## src/rtl/core/dnr_pkg.sv

```systemverilog
// Shared types, constants and ramp tables for the depth normalize color ramp.
// Used by dnr_level, dnr_ramp and depth_normalize_color_ramp; no dependencies.
package dnr_pkg;

    localparam int SAMPLE_BITS   = 32;
    localparam int FRACTION_BITS = 16;

    localparam int PORT_BITS  = 32;
    localparam int RECIP_BITS = 32;
    localparam int DIFF_BITS  = SAMPLE_BITS + 1;
    localparam int PROD_BITS  = SAMPLE_BITS + RECIP_BITS;

    localparam int LEVEL_BITS = 17;
    localparam logic [LEVEL_BITS-1:0] LEVEL_ONE = 17'h10000;

    localparam int STOP_COUNT = 5;
    localparam int CHANNELS   = 3;
    localparam int COMP_BITS  = 7;
    localparam int MIX_BITS   = 23;
    localparam int SCALED_BITS = MIX_BITS + 8;
    localparam int QUOT_BITS  = 15;

    // Division by 100 as a multiply by a rounded-up reciprocal and a shift.
    localparam int DIV_MUL_BITS = 13;
    localparam logic [DIV_MUL_BITS-1:0] DIV_MUL = 13'd5243;
    localparam int DIV_SHIFT    = 19;
    localparam int DIV_PROD_BITS = QUOT_BITS + DIV_MUL_BITS;

    typedef logic [COMP_BITS-1:0] dnr_comp_t;

    // Stop colors in hundredths: red, green, blue.
    localparam dnr_comp_t RAMP_STOPS [STOP_COUNT][CHANNELS] = '{
        '{7'd5,   7'd3,   7'd20},
        '{7'd10,  7'd42,  7'd62},
        '{7'd16,  7'd72,  7'd55},
        '{7'd85,  7'd72,  7'd20},
        '{7'd100, 7'd100, 7'd96}
    };

    typedef enum logic [1:0] {
        CFG_RANGE_LOW    = 2'd0,
        CFG_SPAN_RECIP   = 2'd1,
        CFG_INVERT_LEVEL = 2'd2
    } dnr_cfg_t;

    typedef struct packed {
        logic load_a;
        logic load_b;
        logic load_c;
    } dnr_step_t;

endpackage

```

## src/rtl/core/dnr_level.sv

```systemverilog
// Level half of the pipeline: difference, reciprocal multiply, clamp, optional inversion and split.
// Three register stages; depends on dnr_pkg.
module dnr_level
    import dnr_pkg::*;
(
    input  logic                  clk,
    input  dnr_step_t             step,
    input  logic [PORT_BITS-1:0]  depth_sample,
    input  logic [PORT_BITS-1:0]  range_low,
    input  logic [RECIP_BITS-1:0] span_recip,
    input  logic                  invert_level,
    output logic [LEVEL_BITS-1:0] level,
    output logic [1:0]            seg,
    output logic [LEVEL_BITS-1:0] frac
);

    logic signed [DIFF_BITS-1:0] sample_ext;
    logic signed [DIFF_BITS-1:0] low_ext;
    logic signed [DIFF_BITS-1:0] diff;
    logic [SAMPLE_BITS-1:0]      mag_next;
    logic [SAMPLE_BITS-1:0]      mag_reg;
    logic [PROD_BITS-1:0]        prod_next;
    logic [PROD_BITS-1:0]        prod_reg;
    logic [LEVEL_BITS-1:0]       clamp_level;
    logic [LEVEL_BITS-1:0]       level_next;
    logic [LEVEL_BITS-1:0]       level_reg;
    logic [1:0]                  seg_next;
    logic [1:0]                  seg_reg;
    logic [LEVEL_BITS-1:0]       frac_next;
    logic [LEVEL_BITS-1:0]       frac_reg;

    always_comb
    begin
        sample_ext = DIFF_BITS'($signed(depth_sample[SAMPLE_BITS-1:0]));
        low_ext    = DIFF_BITS'($signed(range_low[SAMPLE_BITS-1:0]));
        diff       = sample_ext - low_ext;
        if (!diff[DIFF_BITS-1])
        begin
            mag_next = diff[SAMPLE_BITS-1:0];
        end
        else
        begin
            mag_next = '0;
        end
    end

    assign prod_next = PROD_BITS'(mag_reg) * PROD_BITS'(span_recip);

    always_comb
    begin
        if ((|prod_reg[PROD_BITS-1:FRACTION_BITS+LEVEL_BITS]) ||
            (prod_reg[FRACTION_BITS+LEVEL_BITS-1:FRACTION_BITS] > LEVEL_ONE))
        begin
            clamp_level = LEVEL_ONE;
        end
        else
        begin
            clamp_level = prod_reg[FRACTION_BITS+LEVEL_BITS-1:FRACTION_BITS];
        end
        if (invert_level)
        begin
            level_next = LEVEL_ONE - clamp_level;
        end
        else
        begin
            level_next = clamp_level;
        end
        if (level_next[LEVEL_BITS-1])
        begin
            seg_next  = 2'd3;
            frac_next = LEVEL_ONE;
        end
        else
        begin
            seg_next  = level_next[15:14];
            frac_next = {1'b0, level_next[13:0], 2'b00};
        end
    end

    always_ff @(posedge clk)
    begin
        if (step.load_a)
        begin
            mag_reg <= mag_next;
        end
        if (step.load_b)
        begin
            prod_reg <= prod_next;
        end
        if (step.load_c)
        begin
            level_reg <= level_next;
            seg_reg   <= seg_next;
            frac_reg  <= frac_next;
        end
    end

    assign level = level_reg;
    assign seg   = seg_reg;
    assign frac  = frac_reg;

endmodule

```

## src/rtl/core/dnr_ramp.sv

```systemverilog
// Color half of the pipeline: segment interpolation, scale by 255, divide by 100.
// Three register stages for all three channels; depends on dnr_pkg.
module dnr_ramp
    import dnr_pkg::*;
(
    input  logic                  clk,
    input  dnr_step_t             step,
    input  logic [LEVEL_BITS-1:0] level,
    input  logic [1:0]            seg,
    input  logic [LEVEL_BITS-1:0] frac,
    output logic [LEVEL_BITS-1:0] norm_level,
    output logic [7:0]            red,
    output logic [7:0]            green,
    output logic [7:0]            blue
);

    logic [2:0]               seg_lo;
    logic [2:0]               seg_hi;
    logic [LEVEL_BITS-1:0]    frac_inv;
    logic [MIX_BITS-1:0]      mix_next [CHANNELS];
    logic [MIX_BITS-1:0]      mix_reg [CHANNELS];
    logic [SCALED_BITS-1:0]   scaled [CHANNELS];
    logic [QUOT_BITS-1:0]     quot_next [CHANNELS];
    logic [QUOT_BITS-1:0]     quot_reg [CHANNELS];
    logic [DIV_PROD_BITS-1:0] div_prod [CHANNELS];
    logic [7:0]               byte_next [CHANNELS];
    logic [7:0]               byte_reg [CHANNELS];
    logic [LEVEL_BITS-1:0]    level_a_reg;
    logic [LEVEL_BITS-1:0]    level_b_reg;
    logic [LEVEL_BITS-1:0]    level_c_reg;

    always_comb
    begin
        seg_lo   = {1'b0, seg};
        seg_hi   = {1'b0, seg} + 3'd1;
        frac_inv = LEVEL_ONE - frac;
        for (int c = 0; c < CHANNELS; c++)
        begin
            mix_next[c] = MIX_BITS'(RAMP_STOPS[seg_lo][c]) * MIX_BITS'(frac_inv)
                        + MIX_BITS'(RAMP_STOPS[seg_hi][c]) * MIX_BITS'(frac);
            scaled[c]    = {mix_reg[c], 8'd0} - SCALED_BITS'(mix_reg[c]);
            quot_next[c] = scaled[c][SCALED_BITS-1:16];
            div_prod[c]  = DIV_PROD_BITS'(quot_reg[c]) * DIV_PROD_BITS'(DIV_MUL);
            byte_next[c] = div_prod[c][DIV_SHIFT+7:DIV_SHIFT];
        end
    end

    always_ff @(posedge clk)
    begin
        if (step.load_a)
        begin
            mix_reg     <= mix_next;
            level_a_reg <= level;
        end
        if (step.load_b)
        begin
            quot_reg    <= quot_next;
            level_b_reg <= level_a_reg;
        end
        if (step.load_c)
        begin
            byte_reg    <= byte_next;
            level_c_reg <= level_b_reg;
        end
    end

    assign norm_level = level_c_reg;
    assign red        = byte_reg[0];
    assign green      = byte_reg[1];
    assign blue       = byte_reg[2];

endmodule

```

## src/rtl/core/depth_normalize_color_ramp.sv

```systemverilog
// Top level of the depth normalize color ramp: configuration registers and
// pipeline flow control. Depends on dnr_pkg, dnr_level and dnr_ramp.
//
// Each request on the input channel carries one signed fixed-point depth
// sample and yields exactly one request on the output channel with the
// clamped normalized level and the red, green and blue ramp bytes.
// A request is taken at a rising edge where valid is high and stall is low.
// The datapath is six register stages deep: three in dnr_level, then three
// in dnr_ramp. One sample is accepted every cycle while the output is not
// stalled; the rate is set by the per-stage valid chain.
// When the receiver stalls, the last stage holds its result and each earlier
// stage keeps moving until it meets a full stage, so bubbles are squeezed
// out and input stall rises only once the whole pipeline is full.
// Configuration is written through cfg_write, cfg_index and cfg_data while
// no request is in flight; writes to an unknown index are ignored.
// Reset clears all valid bits and loads range low 0, reciprocal span 1.0
// and no inversion.
module depth_normalize_color_ramp
    import dnr_pkg::*;
(
    input  logic                  clk,
    input  logic                  rst_n,
    input  logic                  in_valid,
    output logic                  in_stall,
    input  logic [PORT_BITS-1:0]  depth_sample,
    output logic                  out_valid,
    input  logic                  out_stall,
    output logic [LEVEL_BITS-1:0] norm_level,
    output logic [7:0]            red,
    output logic [7:0]            green,
    output logic [7:0]            blue,
    input  logic                  cfg_write,
    input  logic [1:0]            cfg_index,
    input  logic [PORT_BITS-1:0]  cfg_data
);

    localparam int STAGES = 6;

    logic [PORT_BITS-1:0]  range_low_reg;
    logic [RECIP_BITS-1:0] span_recip_reg;
    logic                  invert_level_reg;
    logic [STAGES-1:0]     valid_reg;
    logic [STAGES-1:0]     load;
    dnr_step_t             level_step;
    dnr_step_t             ramp_step;
    logic [LEVEL_BITS-1:0] level;
    logic [1:0]            seg;
    logic [LEVEL_BITS-1:0] frac;

    always_ff @(posedge clk or negedge rst_n)
    begin
        if (!rst_n)
        begin
            range_low_reg    <= '0;
            span_recip_reg   <= 32'h0001_0000;
            invert_level_reg <= 1'b0;
        end
        else if (cfg_write)
        begin
            case (dnr_cfg_t'(cfg_index))
                CFG_RANGE_LOW:    range_low_reg    <= cfg_data;
                CFG_SPAN_RECIP:   span_recip_reg   <= cfg_data[RECIP_BITS-1:0];
                CFG_INVERT_LEVEL: invert_level_reg <= cfg_data[0];
                default:          ;
            endcase
        end
    end

    always_comb
    begin
        load[STAGES-1] = !valid_reg[STAGES-1] || !out_stall;
        for (int i = STAGES - 2; i >= 0; i--)
        begin
            load[i] = !valid_reg[i] || load[i+1];
        end
    end

    always_ff @(posedge clk or negedge rst_n)
    begin
        if (!rst_n)
        begin
            valid_reg <= '0;
        end
        else
        begin
            if (load[0])
            begin
                valid_reg[0] <= in_valid;
            end
            for (int i = 1; i < STAGES; i++)
            begin
                if (load[i])
                begin
                    valid_reg[i] <= valid_reg[i-1];
                end
            end
        end
    end

    assign level_step = '{load_a: load[0], load_b: load[1], load_c: load[2]};
    assign ramp_step  = '{load_a: load[3], load_b: load[4], load_c: load[5]};

    dnr_level u_level (
        .clk          (clk),
        .step         (level_step),
        .depth_sample (depth_sample),
        .range_low    (range_low_reg),
        .span_recip   (span_recip_reg),
        .invert_level (invert_level_reg),
        .level        (level),
        .seg          (seg),
        .frac         (frac)
    );

    dnr_ramp u_ramp (
        .clk        (clk),
        .step       (ramp_step),
        .level      (level),
        .seg        (seg),
        .frac       (frac),
        .norm_level (norm_level),
        .red        (red),
        .green      (green),
        .blue       (blue)
    );

    assign in_stall  = !load[0];
    assign out_valid = valid_reg[STAGES-1];

endmodule

```

## config.mk

```make
export PLATFORM = sky130hd
export DESIGN_NAME = depth_normalize_color_ramp
export DESIGN_NICKNAME = d
export VERILOG_FILES = /design/src/rtl/core/dnr_pkg.sv /design/src/rtl/core/dnr_level.sv /design/src/rtl/core/dnr_ramp.sv /design/src/rtl/core/depth_normalize_color_ramp.sv
export SDC_FILE = /design/constraint.sdc
export NUM_CORES = 2
export LEC_CHECK = 0
export ABC_AREA = 0
export BUFFER_PORTS_ARGS = -buffer_cell sky130_fd_sc_hd__buf_2
export CORE_MARGIN = 4
export CORE_UTILIZATION = 50
export CTS_CLUSTER_DIAMETER = 120
export DETAILED_ROUTE_END_ITERATION = 8
export PLACE_DENSITY = 0.66
export SYNTH_ARGS = -nofsm -noshare
export SYNTH_HDL_FRONTEND = slang
export SYNTH_HIERARCHICAL = 1
export SYNTH_SLANG_ARGS = --single-unit
```

## constraint.sdc

```tcl
create_clock -name clk -period 15.1 [get_ports clk]
set_input_delay 0.755 -clock clk [delete_from_list [all_inputs] [get_ports clk]]
set_output_delay 0.755 -clock clk [all_outputs]
set_load 0.02 [all_outputs]
```

==> flow_summary_export.csv <==
group,metric,value,unit
status,run_status,"completed",
sta,tns,0,ns
global_routing,grt_max_degree,74,
yosys,synth_cell_types,91,
finish,area_growth,5.38,%
routing,first_pass_iters,5,
worst_setup_path,path_max_fanout,23,
sta,fin_skew,0.0446,ns
die,num_rows,145,
worst_setup_path,cp-startpoint,"span_recip_reg[7]",
yosys,syn_inst,8015,
placement,gp_congestion,0.958,
finish,multiInputGateArea,59500,um^2
routing,vias,55000,
worst_setup_path,cp-start-kind,"register",
yosys,synth-warning-count,6,
die,core-area,157000,um^2
sta,final_hold_viol_count,0,
clock_network,cts_tree,"done",
sta,grt_setup_unrepaired,"no",
clock_network,cts_hold_buffers,0,
yosys,synth-edff-count,302,
die,die_h,405,um
finish,most-common-layout-cells,"1962 x inv_1, 1564 x fa_1, 877 x ha_1, 720 x nand2_1, 676 x and2_1",
clock_network,htreeDepth,2,
global_routing,grt_pass1_vias,59600,
finish,mostFrequentLayoutCell,"inv_1",
worst_setup_path,critPathMostFrequentCell,"fa_1",
yosys,synth.yosys.seq_area_share,13.8,%
clock_network,numCtsBuffers,45,
global_routing,grt_antenna_before_repair,7,
finish,drive_gt1_share,4.92,%
placement,place_inst,9988,
routing,viasPerCell,5.46,
sta,fin_crit,9.07,ns
hold_path,worstHoldPathType,"in2async",
clock_network,cts.clk_slew.worst_paths,0.07,ns
yosys,avgSynthCellArea,9.84,um^2
finish,largest_reg_flops,69,
die,die_width,405,um
global_routing,grt_overflow,0,
sta,fmax,110,MHz
worst_setup_path,rr_startpoint,"span_recip_reg[7]",
sta,slew_headroom,28.0,%
finish,stdcell_count,10100,
worst_setup_path,required,15.49,ns
clock_network,clockBufferDepth,3,
clock_network,clk_latency,0.65,ns
worst_setup_path,crit_type,"reg2reg",
routing,drt_iter0_drc,4401,
sta,maxSlewViolCount,0,
global_routing,grt_usage,27.1,%
placement,hpwl,170000,um
worst_setup_path,end_kind,"register",
global_routing,grt_pass1_wl,344000,um
routing,antenna_left,0,
clock_network,cts-root-buf,"clkbuf_16",
clock_network,cts_sinks,373,
finish,final_nets,10500,
routing,routed_wl,214000,um
yosys,synth-seq-cells,373,
finish,n_fill_cell,14100,
finish,regArea,10900,um^2
worst_setup_path,cp_slowest_cell,"dfrtp_1",
yosys,yosys_most_used_dff,"edfxtp_1",
routing,avgRoutedWirePerCell,21.3,um
sta,final.period_utilization,60.1,%
yosys,async_reset_ff_share,19.0,%
worst_setup_path,arrival,9.47,ns
sta,worstMarginPinSlew,1.08,ns
die,initial_utilization,50.4,%
placement,numPortBuffers,113,
yosys,synth_area,78900,um^2
clock_network,post_cts_buffers,0,
clock_network,cts_resized,0,
worst_setup_path,max_stage_delay,0.92,ns
routing,drcViolationCount,0,
die,die_area,164000,um^2
die,io_pins,114,
sta,setup_viol,0,
job,max-cap-violations,0,
layer usage:
layer  global-route usage (%)  vias up  part of all wire [%]  wire, um
met2                     42.3     2257                    45     95500
met5                        0        -                0.0061        13
met1                     38.9    28000                    43     92900
met3                     5.80      409                   9.3     19900
met4                     6.74        2                   2.8      6090
li1                         -    24300                     -         -
logic make-up (layout without fill, tap and decap cells):
family                     count (synthesis)  count (layout)  synth area share (%)
buffers and inverters                   2260            2258                  10.8
AOI/OAI and AO/OA                        615             615                  5.05
other                                      1               5               0.00476
muxes                                     66              66                 0.941
and+or+nand+nor                         2010            2010                  13.0
xor gates and xnor gates                 248             248                  2.76
adders and majority gates               2442            2442                  53.6
DFF                                      373             373                  13.8
cell usage after synthesis (all sizes together) (45+ instances only):
cell type	n	area, um^2
inv	1964	7370
fa	1564	31300
ha	878	11000
nand2	721	2710
and2	676	4230
edfxtp	302	9070
clkbuf	279	1080
nor2	204	766
a21oi	195	980
xnor2	173	1520
o21ai	116	584
nor2b	98	613
xor2	75	664
a21o	71	533
dfrtp	70	1750
mux2	65	732
nand3	56	280
nor3	54	295
nand2b	45	282
cell type report:
cell class	count	area share (%)
Sequential cell	373	13.1
Multi-Input combinational cell	5383	71.6
Tap cell	2058	3.10
Antenna cell	3	0.00903
Clock inverter	32	0.440
Clock buffer	52	1.39
Inverter	1966	8.88
Timing Repair Buffer	208	1.54
critical path, delay by kind of cell (launching register included):
kind | cells | cell delay, ns
and+or+nand+nor | 4 | 0.96
DFF | 1 | 0.92
xor gates and xnor gates | 1 | 0.08
adders and majority gates | 9 | 4.59
buffers and inverters | 7 | 0.78
AOI/OAI and AO/OA | 6 | 1.47
final timing paths:
check | end | slack, ns | cells past startpoint
max | u_level/prod_reg[62] | 6.03 | 27
min | range_low_reg[16] | 0.09 | 1
max reg2reg | u_level/prod_reg[62] | 6.03 | 27
min reg2reg | u_ramp/norm_level[12] | 0.42 | 0
max in group asynchronous | valid_reg[5] | 13.95 | 2
min in group clk | valid_reg[0] | 0.36 | 2
per-stage QoR:
stage	hold slack [ns]	utilization [%]	setup slack [ns]	instance area [um^2]
2_1_floorplan	0.400	-	7.38	78900
3_3_place_gp	0.403	52.1	6.16	81600
3_5_place_dp	0.405	52.1	6.10	81600
4_1_cts	0.0662	53.1	6.04	83100
5_1_grt	0.101	53.1	5.68	83100
6_report	0.0915	53.1	6.03	83100
Power is not shown: default switching activity piles up to over one toggle a cycle in this logic, so the estimate is an artifact.
